--- src/rtl/core/i2c_master_write_sequencer_defines.svh ---
// Assertion macros used by the I2C write sequencer control module.
`ifndef I2C_MASTER_WRITE_SEQUENCER_DEFINES_SVH
`define I2C_MASTER_WRITE_SEQUENCER_DEFINES_SVH

// Checks a property on every rising clock edge outside reset.
`define SEQ_ASSERT(lbl, prop, msg) \
	lbl: assert property (@(posedge clk) disable iff (!arst_n) (prop)) \
		else $error(msg);

// Checks that a condition in one cycle leads to a consequence in the next.
`define SEQ_ASSERT_NEXT(lbl, ante, cons, msg) \
	lbl: assert property (@(posedge clk) disable iff (!arst_n) (ante) |=> (cons)) \
		else $error(msg);

`endif

--- src/rtl/core/i2cmws_pkg.sv ---
// Types, codes and sizes shared by the I2C write sequencer modules.
`timescale 1ns / 1ps

package i2cmws_pkg;

	// Payload buffer size and its address width.
	localparam int BUF_DEPTH = 128;
	localparam int BUF_AW    = (BUF_DEPTH > 1) ? $clog2(BUF_DEPTH) : 1;

	// Retry limit after reset.
	localparam logic [15:0] RETRY_RESET = 16'd400;

	// Operation codes.
	localparam logic [2:0] OP_POLL         = 3'd0;
	localparam logic [2:0] OP_LOAD         = 3'd1;
	localparam logic [2:0] OP_SUBMIT_WRITE = 3'd2;
	localparam logic [2:0] OP_SUBMIT_PROBE = 3'd3;
	localparam logic [2:0] OP_ABORT        = 3'd4;

	// Sequencer phases.
	localparam logic [3:0] PH_IDLE      = 4'd0;
	localparam logic [3:0] PH_WAIT_BUSY = 4'd1;
	localparam logic [3:0] PH_START     = 4'd2;
	localparam logic [3:0] PH_WAIT_SB   = 4'd3;
	localparam logic [3:0] PH_ADDR      = 4'd4;
	localparam logic [3:0] PH_WAIT_ADDR = 4'd5;
	localparam logic [3:0] PH_TX        = 4'd6;
	localparam logic [3:0] PH_WAIT_TXE  = 4'd7;
	localparam logic [3:0] PH_STOP      = 4'd8;
	localparam logic [3:0] PH_WAIT_BTF  = 4'd9;
	localparam logic [3:0] PH_FINISH    = 4'd10;

	// Result codes.
	localparam logic [1:0] RES_IDLE = 2'd0;
	localparam logic [1:0] RES_BUSY = 2'd1;
	localparam logic [1:0] RES_OK   = 2'd2;
	localparam logic [1:0] RES_ERR  = 2'd3;

	// One input item.
	typedef struct packed {
		logic [2:0] opcode;
		logic [7:0] target_address;
		logic [7:0] length;
		logic [6:0] byte_index;
		logic [7:0] data_byte;
		logic       bus_busy;
		logic       start_sent;
		logic       address_done;
		logic       tx_empty;
		logic       transfer_finished;
		logic       ack_failure;
	} item_t;

	// One result item.
	typedef struct packed {
		logic        accepted;
		logic        data_write_valid;
		logic [7:0]  data_out;
		logic        issue_start;
		logic        issue_stop;
		logic        clear_ack_failure;
		logic        request_recovery;
		logic        done_res;
		logic [1:0]  result_code;
		logic        is_idle;
		logic [15:0] error_count;
	} res_t;

	// Result of one step before the buffer data is merged in.
	typedef struct packed {
		res_t res;
		logic use_mem;
	} step_t;

endpackage

--- src/rtl/core/i2cmws_buf.sv ---
// Payload byte buffer: one write port and one registered read port.
`timescale 1ns / 1ps

module i2cmws_buf
	import i2cmws_pkg::*;
(
	input  logic              clk,
	input  logic              we,
	input  logic [BUF_AW-1:0] waddr,
	input  logic [7:0]        wdata,
	input  logic              re,
	input  logic [BUF_AW-1:0] raddr,
	output logic [7:0]        rdata
);

	logic [7:0] mem_q [BUF_DEPTH];
	logic [7:0] rdata_q;

	// Byte loads.
	always_ff @(posedge clk) begin
		if (we) begin
			mem_q[waddr] <= wdata;
		end
	end

	// Registered read; the data holds until the next read.
	always_ff @(posedge clk) begin
		if (re) begin
			rdata_q <= mem_q[raddr];
		end
	end

	assign rdata = rdata_q;

endmodule

--- src/rtl/core/i2cmws_ctrl.sv ---
// Sequencer control: phase, retry and error state, and the per-item step logic.
`timescale 1ns / 1ps

`include "i2c_master_write_sequencer_defines.svh"

module i2cmws_ctrl
	import i2cmws_pkg::*;
(
	input  logic              clk,
	input  logic              arst_n,
	input  logic              take,
	input  item_t             item,
	input  logic              cfg_we,
	input  logic [15:0]       cfg_data,
	output step_t             step,
	output logic              buf_we,
	output logic [BUF_AW-1:0] buf_waddr,
	output logic              buf_re,
	output logic [BUF_AW-1:0] buf_raddr
);

	logic [15:0] retry_limit_q;
	logic [3:0]  phase_q, phase_n;
	logic [7:0]  address_reg_q, address_reg_n;
	logic [7:0]  send_length_q, send_length_n;
	logic [7:0]  send_position_q, send_position_n;
	logic        probe_mode_q, probe_mode_n;
	logic [15:0] retry_count_q, retry_count_n;
	logic [1:0]  last_result_q, last_result_n;
	logic [15:0] fail_total_q, fail_total_n;

	logic [16:0] retry_inc;
	logic        overrun;
	logic        do_fail;
	logic        do_ok;
	logic        wait_flag;
	logic        pos_in_buf;
	logic [7:0]  load_index;
	logic        len_ok;
	logic        submit_take;

	// Shared terms of the step.
	assign retry_inc  = {1'b0, retry_count_q} + 17'd1;
	assign overrun    = retry_inc > {1'b0, retry_limit_q};
	assign pos_in_buf = send_position_q < 8'(BUF_DEPTH);
	assign load_index = {1'b0, item.byte_index};
	assign len_ok     = (item.length != 8'd0) && (item.length <= 8'(BUF_DEPTH));

	// Flag that a wait phase is waiting on.
	always_comb begin
		case (phase_q)
			PH_WAIT_SB:   wait_flag = item.start_sent;
			PH_WAIT_ADDR: wait_flag = item.address_done;
			PH_WAIT_TXE:  wait_flag = item.tx_empty;
			PH_WAIT_BTF:  wait_flag = item.transfer_finished;
			default:      wait_flag = 1'b0;
		endcase
	end

	// Next state and result of one item.
	always_comb begin
		phase_n         = phase_q;
		address_reg_n   = address_reg_q;
		send_length_n   = send_length_q;
		send_position_n = send_position_q;
		probe_mode_n    = probe_mode_q;
		retry_count_n   = retry_count_q;
		last_result_n   = last_result_q;
		fail_total_n    = fail_total_q;
		step            = '0;
		do_fail         = 1'b0;
		do_ok           = 1'b0;

		case (item.opcode)
			OP_LOAD: begin
				// Buffer writes are handled on the memory port.
			end
			OP_SUBMIT_WRITE, OP_SUBMIT_PROBE: begin
				if (phase_q == PH_IDLE &&
				    (item.opcode == OP_SUBMIT_PROBE || len_ok)) begin
					step.res.accepted          = 1'b1;
					step.res.clear_ack_failure = item.ack_failure;
					address_reg_n   = item.target_address;
					send_length_n   = (item.opcode == OP_SUBMIT_PROBE) ? 8'd0 : item.length;
					send_position_n = 8'd0;
					probe_mode_n    = item.opcode == OP_SUBMIT_PROBE;
					retry_count_n   = 16'd0;
					last_result_n   = RES_BUSY;
					phase_n         = PH_WAIT_BUSY;
				end
			end
			OP_ABORT: begin
				do_fail = phase_q != PH_IDLE;
			end
			OP_POLL: begin
				case (phase_q)
					PH_IDLE: begin
					end
					PH_WAIT_BUSY: begin
						if (item.bus_busy) begin
							if (overrun) begin
								do_fail = 1'b1;
							end else begin
								retry_count_n = retry_inc[15:0];
							end
						end else begin
							retry_count_n = 16'd0;
							phase_n       = PH_START;
						end
					end
					PH_START: begin
						step.res.issue_start = 1'b1;
						phase_n              = PH_WAIT_SB;
					end
					PH_ADDR: begin
						step.res.data_write_valid = 1'b1;
						step.res.data_out         = address_reg_q;
						phase_n                   = PH_WAIT_ADDR;
					end
					PH_TX: begin
						// The byte itself comes from the buffer's registered read port.
						step.res.data_write_valid = 1'b1;
						step.use_mem              = pos_in_buf;
						send_position_n           = send_position_q + 8'd1;
						phase_n                   = PH_WAIT_TXE;
					end
					PH_STOP: begin
						phase_n = PH_WAIT_BTF;
					end
					PH_WAIT_SB, PH_WAIT_ADDR, PH_WAIT_TXE, PH_WAIT_BTF: begin
						// A set flag wins over an ack failure.
						if (wait_flag) begin
							case (phase_q)
								PH_WAIT_SB: begin
									retry_count_n = 16'd0;
									phase_n       = PH_ADDR;
								end
								PH_WAIT_ADDR: begin
									retry_count_n = 16'd0;
									if (probe_mode_q || send_length_q == 8'd0) begin
										step.res.issue_stop = 1'b1;
										phase_n             = PH_FINISH;
									end else begin
										phase_n = PH_TX;
									end
								end
								PH_WAIT_TXE: begin
									retry_count_n = 16'd0;
									phase_n = (send_position_q < send_length_q) ? PH_TX : PH_STOP;
								end
								default: begin
									step.res.issue_stop = 1'b1;
									phase_n             = PH_FINISH;
								end
							endcase
						end else if (item.ack_failure || overrun) begin
							do_fail = 1'b1;
						end else begin
							retry_count_n = retry_inc[15:0];
						end
					end
					PH_FINISH: begin
						do_ok = 1'b1;
					end
					default: begin
						do_fail = 1'b1;
					end
				endcase
			end
			default: begin
				// Unused opcodes do nothing.
			end
		endcase

		// Failure ends the transaction with STOP and a recovery request.
		if (do_fail) begin
			step.res.issue_stop        = 1'b1;
			step.res.clear_ack_failure = item.ack_failure;
			step.res.request_recovery  = 1'b1;
			step.res.done_res          = 1'b1;
			phase_n                    = PH_IDLE;
			last_result_n              = RES_ERR;
			if (fail_total_q != 16'hFFFF) begin
				fail_total_n = fail_total_q + 16'd1;
			end
		end

		if (do_ok) begin
			step.res.done_res = 1'b1;
			phase_n           = PH_IDLE;
			last_result_n     = RES_OK;
		end

		// Status after the step.
		step.res.result_code = last_result_n;
		step.res.is_idle     = phase_n == PH_IDLE;
		step.res.error_count = fail_total_n;
	end

	// Buffer port requests for this item.
	assign buf_we    = take && item.opcode == OP_LOAD && phase_q == PH_IDLE &&
	                   load_index < 8'(BUF_DEPTH);
	assign buf_waddr = load_index[BUF_AW-1:0];
	assign buf_re    = take && step.use_mem;
	assign buf_raddr = send_position_q[BUF_AW-1:0];

	// An accepted submit taken this cycle.
	assign submit_take = take && step.res.accepted;

	// Retry limit register.
	always_ff @(posedge clk or negedge arst_n) begin
		if (!arst_n) begin
			retry_limit_q <= RETRY_RESET;
		end else if (cfg_we) begin
			retry_limit_q <= cfg_data;
		end
	end

	// Sequencer state, updated once per accepted item.
	always_ff @(posedge clk or negedge arst_n) begin
		if (!arst_n) begin
			phase_q         <= PH_IDLE;
			address_reg_q   <= 8'd0;
			send_length_q   <= 8'd0;
			send_position_q <= 8'd0;
			probe_mode_q    <= 1'b0;
			retry_count_q   <= 16'd0;
			last_result_q   <= RES_IDLE;
			fail_total_q    <= 16'd0;
		end else if (take) begin
			phase_q         <= phase_n;
			address_reg_q   <= address_reg_n;
			send_length_q   <= send_length_n;
			send_position_q <= send_position_n;
			probe_mode_q    <= probe_mode_n;
			retry_count_q   <= retry_count_n;
			last_result_q   <= last_result_n;
			fail_total_q    <= fail_total_n;
		end
	end

	`SEQ_ASSERT(a_phase_legal, phase_q <= PH_FINISH, "sequencer phase out of range")
	`SEQ_ASSERT_NEXT(a_submit_starts, submit_take, phase_q == PH_WAIT_BUSY, "submit ignored")
	`SEQ_ASSERT(a_done_idle, step.res.done_res |-> step.res.is_idle, "done while not idle")
	`SEQ_ASSERT(a_err_monotonic, fail_total_q >= $past(fail_total_q), "error count fell")

endmodule

--- src/rtl/core/i2cmws_outq.sv ---
// Result pipeline: merges buffer data into the result and holds it for the consumer.
`timescale 1ns / 1ps

module i2cmws_outq
	import i2cmws_pkg::*;
(
	input  logic       clk,
	input  logic       arst_n,
	input  logic       take,
	input  step_t      step,
	input  logic [7:0] rdata,
	output logic       item_stall,
	output logic       res_valid,
	input  logic       res_stall,
	output res_t       res
);

	logic  valid_s1;
	step_t step_s1;
	logic  out_valid_q;
	res_t  out_q;
	logic  out_free;
	logic  move_s1;
	res_t  merged_s1;

	// The output register frees up when empty or being taken.
	assign out_free   = !out_valid_q || !res_stall;
	assign move_s1    = valid_s1 && out_free;
	assign item_stall = valid_s1 && !out_free;

	// Buffer data arrives alongside the stage one item.
	always_comb begin
		merged_s1 = step_s1.res;
		if (step_s1.use_mem) begin
			merged_s1.data_out = rdata;
		end
	end

	// Stage one valid.
	always_ff @(posedge clk or negedge arst_n) begin
		if (!arst_n) begin
			valid_s1 <= 1'b0;
		end else if (take) begin
			valid_s1 <= 1'b1;
		end else if (move_s1) begin
			valid_s1 <= 1'b0;
		end
	end

	// Stage one payload.
	always_ff @(posedge clk) begin
		if (take) begin
			step_s1 <= step;
		end
	end

	// Output register valid.
	always_ff @(posedge clk or negedge arst_n) begin
		if (!arst_n) begin
			out_valid_q <= 1'b0;
		end else if (move_s1) begin
			out_valid_q <= 1'b1;
		end else if (!res_stall) begin
			out_valid_q <= 1'b0;
		end
	end

	// Output register payload.
	always_ff @(posedge clk) begin
		if (move_s1) begin
			out_q <= merged_s1;
		end
	end

	assign res_valid = out_valid_q;
	assign res       = out_q;

endmodule

--- src/rtl/core/i2c_master_write_sequencer.sv ---
// I2C master write and address-probe sequencer (top level).
// Takes one item per clock cycle while item_stall is low. Each item produces exactly one
// result item, which passes through a stage that waits on the payload buffer's registered
// read, and is then held in an output register until taken; while a result waits
// in the output register, one further item is still taken. The single buffer read port
// is used only by a poll in the data-byte phase. The retry limit register is written on
// the cfg channel, which is always ready, and must only be written while the sequencer
// is idle.
`timescale 1ns / 1ps

module i2c_master_write_sequencer
	import i2cmws_pkg::*;
(
	input  logic        clk,
	input  logic        arst_n,
	input  logic        item_valid,
	output logic        item_stall,
	input  item_t       item,
	output logic        res_valid,
	input  logic        res_stall,
	output res_t        res,
	input  logic        cfg_valid,
	output logic        cfg_ready,
	input  logic [15:0] cfg_data
);

	logic              take;
	step_t             step;
	logic              buf_we;
	logic [BUF_AW-1:0] buf_waddr;
	logic              buf_re;
	logic [BUF_AW-1:0] buf_raddr;
	logic [7:0]        buf_rdata;

	assign take      = item_valid && !item_stall;
	assign cfg_ready = 1'b1;

	// Phase sequencing and status state.
	i2cmws_ctrl u_ctrl (
		.clk       (clk),
		.arst_n    (arst_n),
		.take      (take),
		.item      (item),
		.cfg_we    (cfg_valid && cfg_ready),
		.cfg_data  (cfg_data),
		.step      (step),
		.buf_we    (buf_we),
		.buf_waddr (buf_waddr),
		.buf_re    (buf_re),
		.buf_raddr (buf_raddr)
	);

	// Payload bytes.
	i2cmws_buf u_buf (
		.clk   (clk),
		.we    (buf_we),
		.waddr (buf_waddr),
		.wdata (item.data_byte),
		.re    (buf_re),
		.raddr (buf_raddr),
		.rdata (buf_rdata)
	);

	// Result staging toward the consumer.
	i2cmws_outq u_outq (
		.clk        (clk),
		.arst_n     (arst_n),
		.take       (take),
		.step       (step),
		.rdata      (buf_rdata),
		.item_stall (item_stall),
		.res_valid  (res_valid),
		.res_stall  (res_stall),
		.res        (res)
	);

endmodule

--- config.mk ---
export PLATFORM = sky130hd
export DESIGN_NAME = i2c_master_write_sequencer
export DESIGN_NICKNAME = d
export VERILOG_FILES = /design/src/rtl/core/i2cmws_pkg.sv /design/src/rtl/core/i2cmws_buf.sv /design/src/rtl/core/i2cmws_ctrl.sv /design/src/rtl/core/i2cmws_outq.sv /design/src/rtl/core/i2c_master_write_sequencer.sv
export VERILOG_INCLUDE_DIRS = /design/src /design/src/rtl/core
export SDC_FILE = /design/constraint.sdc
export NUM_CORES = 1
export LEC_CHECK = 0
export BUFFER_PORTS_ARGS = -buffer_cell sky130_fd_sc_hd__buf_2
export CORE_ASPECT_RATIO = 1.2
export CORE_MARGIN = 4
export CORE_UTILIZATION = 40
export CTS_BUF_LIST = sky130_fd_sc_hd__clkbuf_4
export CTS_CLUSTER_SIZE = 20
export DETAILED_ROUTE_END_ITERATION = 10
export SYNTH_ARGS = -nofsm -noshare
export SYNTH_HDL_FRONTEND = slang
export SYNTH_SLANG_ARGS = --single-unit
--- constraint.sdc ---
create_clock -name clk -period 8.75 [get_ports clk]
set_clock_uncertainty 0.2 [all_clocks]
set_input_delay 0.875 -clock clk [delete_from_list [all_inputs] [get_ports clk]]
set_output_delay 0.875 -clock clk [all_outputs]
set_load 0.05 [all_outputs]
# Word-level counts from Yosys, hierarchy flattened
# Memory sizes are Yosys's and may differ from the RTL's. A register that Yosys moved wholly into a read port is not among the register bits.
# Cells that the tools add are included.
[word_totals]
reg_bits = 150
mem_bits_rw = 1024
input_bits = 61
out_inout_bits = 37
elab_cells = 157
memories = 1
[op_classes]
add_sub_neg = 3
order_cmp = 5
n_eq_ne = 22
muxes = 57
reduce_logical = 35
[mem_list]
columns = ["name", "depth", "width", "read_ports", "rd_clocked_by_memory_dff", "write_ports", "line", "source"]
rows = [
  ["u_buf.mem_q", 128, 8, 1, 1, 1, "i2cmws_buf.sv:16", "logic [7:0] mem_q [BUF_DEPTH];"],
]
[op_table]
columns = ["cell", "n"]
rows = [
  ["$mux 16", 8],
  ["$pmux 16 s2", 2],
  ["$mux 8", 4],
  ["$mux 4", 7],
  ["$pmux 4 s6", 1],
  ["$mux 1", 23],
  ["$add 16x1->17 const B", 1],
  ["$gt 17x16->1", 1],
  ["$add 16x1->16 const B", 1],
  ["$eq 4x3->1 const B", 4],
  ["$ne 16x16->1 const B", 1],
  ["$pmux 8 s2", 1],
  ["$eq 4x4->1 const B", 3],
  ["$pmux 4 s3", 1],
  ["$logic_and 1x1->1", 9],
  ["$add 8x1->8 const B", 1],
  ["$eq 4x2->1 const B", 2],
  ["$le 8x8->1 const B", 1],
  ["$logic_not 4->1", 2],
  ["$logic_not 8->1", 1],
  ["$lt 7x8->1 const B", 1],
  ["$lt 8x8->1", 1],
  ["$lt 8x8->1 const B", 1],
  ["$mux 2", 4],
  ["28 further kinds", 41],
]

# Logic depth before layout (Yosys ltp)
# Gate-level depths: netlist (run 1).
[depth]
depth_word = 11
ltp_mapped = 17
depth_no_buf = 16

# Hierarchy
# A second synthesis (run 1) with hierarchy kept.
[hier_totals]
hier_cells = 2319
area_unflattened_um2 = 47309.1
[by_module_without_submodules]
columns = ["module", "instances", "cells_per_inst", "area_per_inst_um2", "seq_area_each_um2"]
rows = [
  ["i2cmws_buf", 1, 1635, 39745.6, 30989.7],
  ["i2cmws_ctrl", 1, 597, 5255.0, 1980.6],
  ["i2cmws_outq", 1, 84, 2283.4, 2122.0],
  ["i2c_master_write_sequencer", 1, 3, 25.0, 0.0],
]

# Least setup slack after synthesis (run 1)
# OpenSTA, ideal clock, no wires.
[synth_timing]
path_kind = "in2reg"
startpoint = "in res_stall"
endpoint = "reg u_outq.out_q, in the netlist u_outq.res[0] (enable)"
setup_time_ns = 0.477
arrival_time_ns = 3.395
required_time_ns = 8.073
path_slack_ns = 4.678
stages = 1
n_path_buf = 0
path_cell_list = "a21boi_0"
[synth_between]
elab_chain_len = 3
[synth_rtl]
columns = ["item", "line", "source"]
rows = [
  ["from (decl)", "i2c_master_write_sequencer.sv:20", "input logic res_stall,"],
  ["$logic_not 1->1", "i2cmws_outq.sv:27", "assign out_free = !out_valid_q || !res_stall;"],
  ["$logic_or 1x1->1", "i2cmws_outq.sv:27", ""],
  ["$logic_and 1x1->1", "i2cmws_outq.sv:28", "assign move_s1 = valid_s1 && out_free;"],
  ["to (signal assigned)", "i2cmws_outq.sv:71", "out_q <= merged_s1;"],
  ["to (decl)", "i2cmws_outq.sv:21", "res_t out_q;"],
]
# No other way between the ends.
# A chain may end at the register's enable or synchronous reset.

# Worst setup path in the final report (run 1)
[layout_timing]
startpoint = "reg u_ctrl.phase_q[3]"
endpoint = "mem u_buf.mem_q[30][3] (enable)"
[layout_between]
elab_chain_len = 5
[layout_rtl]
columns = ["item", "line", "source"]
rows = [
  ["from (decl)", "i2cmws_ctrl.sv:23", "logic [3:0] phase_q, phase_n;"],
  ["from (signal assigned)", "i2cmws_ctrl.sv:231", "phase_q <= phase_n;"],
  ["$logic_not 4->1", "i2cmws_ctrl.sv:201", "assign buf_we = take && item.opcode == OP_LOAD && phase_q == PH_IDLE &&"],
  ["$logic_and 1x1->1 (2 in series)", "i2cmws_ctrl.sv:201", ""],
  ["$mux 1", "i2cmws_buf.sv:21", "if (we) begin"],
  ["$mux 1 (implied by the code)", "i2cmws_buf.sv:22", "mem_q[waddr] <= wdata;"],
  ["to (decl)", "i2cmws_buf.sv:16", ""],
]
# No other way between the ends.

==> results of run 1 <==
[worst max-delay path: stages (launching register included)]
cell and delay [ns]:
dfrtp_1 0.57, or4_1 0.68, nor4b_1 0.47, nor3b_1 0.94
nand3_2 0.90, nor2_1 0.86
[final cells by class]
type	count	area (µm²)	share of cell area [%]
sequential	1182	35100	65.3
multi-input combinational	998	11400	21.3
clock buffer	431	3240	6.02
tap	1529	1910	3.56
timing repair buffer	199	1500	2.79
clock inverter	84	402	0.747
inverter	39	146	0.272
antenna	8	20.0	0.0373
[cells by family after synthesis]
| family | Yosys count | synth area share, % |
|---|---|---|
| flops | 1182 | 74.4 |
| mux | 365 | 16.5 |
| buf+inv | 159 | 1.46 |
| simple gates | 430 | 4.27 |
| fa+ha+maj | 26 | 0.690 |
| xor+xnor | 43 | 0.798 |
| compound gates | 133 | 1.87 |
| other cells | 1 | 0.00795 |
[power by group through the flow]
stage                     Sequential [mW]  Clock, mW  Combinational, mW
after floorplan                      6.46          0               1.14
after global placement               6.47          0               1.61
after detailed placement             6.48          0               1.62
after CTS                            6.36       4.63               1.66
after global routing                 6.37       4.97               1.74
final                                6.36       4.47               1.62
[stage by stage]
stage | hold slack [ns] | instance area [µm²]
global route | 0.0374 | 53700
finish | 0.163 | 53700
global placement | 0.205 | 49300
floorplan | 0.200 | 47200
CTS | 0.0127 | 53700
detailed placement | 0.205 | 49300
[cells in the final DEF, fill, tap and decap left out, types with 34 or more instances in the layout]
cell type,netlist,final
nor2_1,163,162
dfrtp_1,78,74
buf_2,32,87
inv_1,38,37
xnor2_1,34,34
clkinv_1,0,70
o21ai_0,43,43
nand3_1,50,48
dlygate4sd3_1,0,79
edfxtp_1,1101,1101
nand2_1,106,103
clkbuf_4,0,431
mux4_2,328,328
[worst max path at each step]
stage                                      to  cells past startpoint  slack [ns]
after floorplan                 u_outq.res[0]                      1        4.68
after global placement    u_outq.merged_s1[1]                     14        3.85
after detailed placement   u_buf.mem_q[14][5]                      6        3.80
after CTS                 u_outq.merged_s1[1]                     14        3.76
after global routing      u_outq.merged_s1[1]                     15        3.44
final                      u_buf.mem_q[30][3]                      5        3.74
[sequential cells by signal (all words and copies together) (netlist names)]
signal	cells
u_ctrl.send_length_q	8
u_buf.mem_q	1024
u_buf.rdata	8
u_outq.step_s1	9
u_outq.merged_s1	26
u_ctrl.retry_limit_q	16
u_ctrl.probe_mode_q	1
u_ctrl.fail_total_q	16
u_ctrl.address_reg_q	8
u_outq.valid_s1	1
u_outq.res	34
u_ctrl.send_position_q	8
u_ctrl.last_result_q	2
u_outq.res_valid	1
u_ctrl.retry_count_q	16
u_ctrl.phase_q	4
[routing by layer]
| layer | up-vias | track usage (%) | share of wire (%) |
|---|---|---|---|
| met4 | 0 | 6.04 | 2.3 |
| met5 | - | 0 | 0 |
| met1 | 12698 | 23.5 | 40 |
| met2 | 957 | 30.3 | 51 |
| met3 | 180 | 4.02 | 6.5 |
| li1 | 10528 | - | - |
==> results.cfg, run 1 <==
[clocking]
cts_resized = 0
cts_sinks = 1182
post_cts_buffers = 0
numCtsBuffers = 307
worstSkewPairLatency_ns = 1.17
h-tree-depth = 5
hold_buffers = 79
cts_buffer_depth = 4
cts_tree = yes
clockRootBuffer = clkbuf_4
cts.reportedPaths.clkPinSlew_ns = 0.07

[timing]
slew_headroom_pct = 23.6
final.min_clock_period_ns = 5.01
setup_ws_ns = 3.74
worstMarginPinSlew_ns = 1.14
finalHoldViolCount = 0
fmax_ghz = 0.200
setup_viol = 0
report.final.slew_viol_count = 0
fin_tns_setup_ns = 0
min_period_over_period_pct = 57.3
rsz0062_at_grt = false

[grt]
grtUsageTotal_pct = 18.1
grt_pass1_wl_mm = 167
overflow = 0
grt_pass1_vias = 25777
grt_max_degree = 110
grt_antenna_before_repair = 4

[synthesis]
syn_nets = 2426
yosysMostFrequentCell = edfxtp_1
synth_seq_cells = 1182
synth_area_mm2 = 0.0472
ys_top_cells_by_count = edfxtp_1 (1101), mux4_2 (328), nor2_1 (163)
synth_top_area_cell = edfxtp_1
avgSynthCellArea_um2 = 20.2
synth-async-reset-ratio_pct = 6.85
syn_inst = 2339
synth.top_cell.area_share_pct = 70.1
synth.area.top_cells = edfxtp_1 (70%), mux4_2 (16%), dfrtp_1 (4.1%), nor2_1 (1.3%), nand2_1 (0.84%)
yosysWarnings = 0
synth_edf_count = 1101
synth_cell_types = 68
synth_ff_type = edfxtp_1
synth-seq-area-share_pct = 74.4

[setup_path]
critPathKind = register to register
r2r_cells = 5
setup.worst_path.start_class = register
startpoint = u_ctrl.phase_q[3]
r2r-end = u_buf.mem_q[30][3]
worst_ep_required_time_ns = 9.31
cp_data_arrival_time_ns = 5.58
path_max_fanout = 21
rrSetupSlack_ns = 3.74
setup.worst_path.end_class = register
r2r_start = u_ctrl.phase_q[3]

[placement]
place_congestion = 0.852
numPlacedInstances = 3868
portBuffers = 96
hpwl_mm = 65.9
pre_cts_ws_ns = 3.80

[power]
p_switching_mw = 3.07
pwr-share-comb_pct = 13.0
p_sw_share_pct = 24.6
clkPwrFrac_pct = 35.9
intPower_mw = 9.39
irDropWorstVdd_v = 0.000134
power.density_mw_per_mm2 = 232
leakage_nw = 17.2
total_power_mw = 12.5
seq_power_share_pct = 51.1

[cells_and_area]
final_nets = 2814
fill_cells = 9786
final_core_util_pct = 46.0
stdcell_count = 4470
drive_gt1_share_pct = 32.1
syn2layout_area_growth_pct = 13.9

[routing]
avgRoutedWirePerCell_um = 24.6
drt_iter0_markers = 2146
drc_errors = 0
ant_nets = 0
via_per_inst = 5.45
vias = 24363
dr.pass1.iters = 6
wirelength_mm = 110

[floorplanning]
ioPinCount = 98
die_x_um = 321
die_area_mm2 = 0.123
rows = 137
initial_core_util_pct = 40.4
die_h_um = 384
coreArea_mm2 = 0.117

[job]
maxCapViolCount = 0

[status]
status = complete, no violations

[hold_path]
min_path_cells = 1
hold_path_end = u_buf.mem_q[39][0]
hold_class = input port to register
min_from = item[6]
(Power assumes the default switching activity.)
==> run 2, diff against run 1 <==
ABC_AREA = 1   (was default)
clock period = 4.1 ns   (was 8.75 ns; I/O delays follow)
==> results.cfg, run 2 <==
[setup_path]
rrSetupSlack_ns = 0.29
cp_data_arrival_time_ns = 4.78
setup.worst_path.end_class = register
path_max_fanout = 8
worst_ep_required_time_ns = 4.96
r2r_start = u_ctrl.retry_count_q[2]
setup.worst_path.start_class = input port
critPathKind = input port to register
r2r-end = u_ctrl.retry_count_q[10]
r2r_cells = 23

[clocking]
cts_buffer_depth = 4
clockRootBuffer = clkbuf_4
h-tree-depth = 5
cts_tree = yes
cts.reportedPaths.clkPinSlew_ns = 0.06
cts_sinks = 1182
worstSkewPairLatency_ns = 1.18
numCtsBuffers = 312

[synthesis]
yosysWarnings = 0
synth-async-reset-ratio_pct = 6.85
synth_area_mm2 = 0.0483
synth_seq_cells = 1182
synth.top_cell.area_share_pct = 68.4
synth.area.top_cells = edfxtp_1 (68%), o21ai_0 (5.9%), nor2_1 (5.9%), dfrtp_1 (4.0%), nand2_1 (3.1%)
syn_nets = 4036
syn_inst = 3949
synth-seq-area-share_pct = 72.6
synth_cell_types = 51
synth_ff_type = edfxtp_1
yosysMostFrequentCell = edfxtp_1
avgSynthCellArea_um2 = 12.2
synth_edf_count = 1101
ys_top_cells_by_count = edfxtp_1 (1101), nor2_1 (760), o21ai_0 (571)
synth_top_area_cell = edfxtp_1

[timing]
report.final.slew_viol_count = 0
min_period_over_period_pct = 95.6
finalHoldViolCount = 0
fmax_ghz = 0.255
final.min_clock_period_ns = 3.92
slew_headroom_pct = 30.3
worstMarginPinSlew_ns = 1.04
setup_viol = 0

[hold_path]
min_path_cells = 3
hold_class = input port to register
hold_path_end = u_buf.mem_q[45][7]
min_from = item[13]

[cells_and_area]
syn2layout_area_growth_pct = 17.8
final_common_cell = edfxtp_1
drive_gt1_share_pct = 17.3
largest_reg_flops = 1024
largest_register = u_buf.mem_q
seqCellArea_mm2 = 0.0351
fill_cells = 10633
final_cell_mix = edfxtp_1 (1101), nor2_1 (757), o21ai_0 (571)
final_core_util_pct = 47.5
final_nets = 4545
multi_input_area_mm2 = 0.0118

[routing]
via_per_inst = 5.44
drc_errors = 0
drt_iter0_markers = 3103
wirelength_mm = 133
vias = 33734
avgRoutedWirePerCell_um = 21.4
dr.pass1.iters = 6
ant_nets = 0

[grt]
grt_antenna_before_repair = 7
grt_max_degree = 129
grtUsageTotal_pct = 20.5
overflow = 0
grt_pass1_wl_mm = 199
grt_pass1_vias = 33066

[power]
power.density_mw_per_mm2 = 604
leakage_nw = 19.9
irDropWorstVdd_v = 0.000381
total_power_mw = 34.4

[floorplanning]
initial_core_util_pct = 40.3
die_x_um = 325
die_h_um = 389
ioPinCount = 98
rows = 139
die_area_mm2 = 0.126
coreArea_mm2 = 0.120

[placement]
place_congestion = 0.878
hpwl_mm = 77.5
portBuffers = 96

[status]
status = complete, no violations

[job]
maxCapViolCount = 0
[run 2: cell count changes in the layout (fill, tap and decap cells not counted), moves of 28 or more]
cell and delta:
dlygate4sd3_1 +96, a21oi_1 +31, o22ai_1 +160, o221ai_1 +79, mux4_2 -328, buf_4 +116
nand3_1 +106, nand2_1 +302, o21ai_0 +528, o211ai_1 +41, buf_12 +28, inv_1 +71
nor2_1 +595
[run 2: layer usage]
layer	vias to the layer above	track usage, %	wire length, µm
met4	2	7.53	3390
met1	16504	26.4	54500
met3	214	4.74	10000
met2	1439	34.0	64900
li1	15575	-	-
met5	-	0	15
[run 2: worst max path at each step]
stage / startpoint / endpoint / slack, ns / cells after the start
after floorplan: u_ctrl.retry_count_q[2] / u_outq.merged_s1[17] / 0.74 / 24
after global placement: u_ctrl.retry_count_q[2] / u_outq.merged_s1[8] / 0.32 / 24
after detailed placement: u_ctrl.retry_count_q[2] / u_outq.merged_s1[6] / 0.25 / 24
after CTS: item[39] / u_ctrl.send_length_q[7] / 0.07 / 17
after global routing: u_ctrl.retry_count_q[2] / u_ctrl.fail_total_q[2] / -0.02 / 25
final: item[37] / u_ctrl.address_reg_q[7] / 0.18 / 16
[run 2: kinds of logic (layout without fill, tap and decap cells)]
| kind of cell | after synthesis | after routing | synth area share [%] |
|---|---|---|---|
| multiplexers | 11 | 11 | 0.254 |
| flip-flops | 1182 | 1182 | 72.6 |
| AO/OA/AOI/OAI | 956 | 956 | 11.4 |
| adder cells (fa/ha/maj) | 26 | 26 | 0.673 |
| other | 1 | 7 | 0.00776 |
| XOR/XNOR | 23 | 23 | 0.417 |
| buffers and inverters | 370 | 1068 | 3.11 |
| AND/OR/NAND/NOR | 1380 | 1382 | 11.5 |
[run 2: power by group]
part           switching (mW)  internal [mW]  total [mW]
registers               0.416           13.6        14.0
logic                    7.34           3.28        10.6
clock network            4.58           5.18        9.76
[run 2: critical path, cell delays in order]
cell and delay, ns:
dlygate4sd3_1 0.52, buf_2 0.13, dlygate4sd3_1 0.56, inv_1 0.09, nor2_2 0.19, nor2_1 0.07, dlygate4sd3_1 0.60, a21oi_1 0.14
o31ai_1 0.12, nor2_2 0.18, inv_2 0.16, nor2_4 0.28, nand2_1 0.08, dlygate4sd3_1 0.56, o21ai_0 0.09, dlygate4sd3_1 0.59
[run 2: final cells by class]
| class | count | area share, % |
|---|---|---|
| clock buffer | 437 | 5.76 |
| tap | 1551 | 3.41 |
| inverter | 123 | 0.837 |
| antenna | 6 | 0.0264 |
| clock inverter | 68 | 0.695 |
| multi-input combinational | 2399 | 20.7 |
| sequential | 1182 | 61.7 |
| timing repair buffer | 440 | 6.88 |
[run 2: stage by stage]
step | cells | area [µm²] | worst slack (ns) | hold slack (ns) | TNS (ns)
3_3_place_gp | 5513 | 51400 | 0.322 | 0.202 | 0
5_1_grt | 6204 | 56900 | -0.0213 | 0.0786 | -0.0543
2_1_floorplan | 3949 | 48300 | 0.738 | -0.0856 | 0
3_5_place_dp | 5513 | 51400 | 0.252 | 0.205 | 0
4_1_cts | 6196 | 56800 | 0.0741 | 0.0125 | 0
6_report | 6206 | 56900 | 0.179 | 0.167 | 0
[run 2: repair_timing]
| item | in CTS | in global routing |
|---|---|---|
| buffers inserted | 0 | 3 |
| hold buffers | 178 | 0 |
| resized for setup | 0 | 6 |
| endpoints found under the hold margin | 2289 | 0 |
| endpoints found under the setup margin | 0 | 94 |
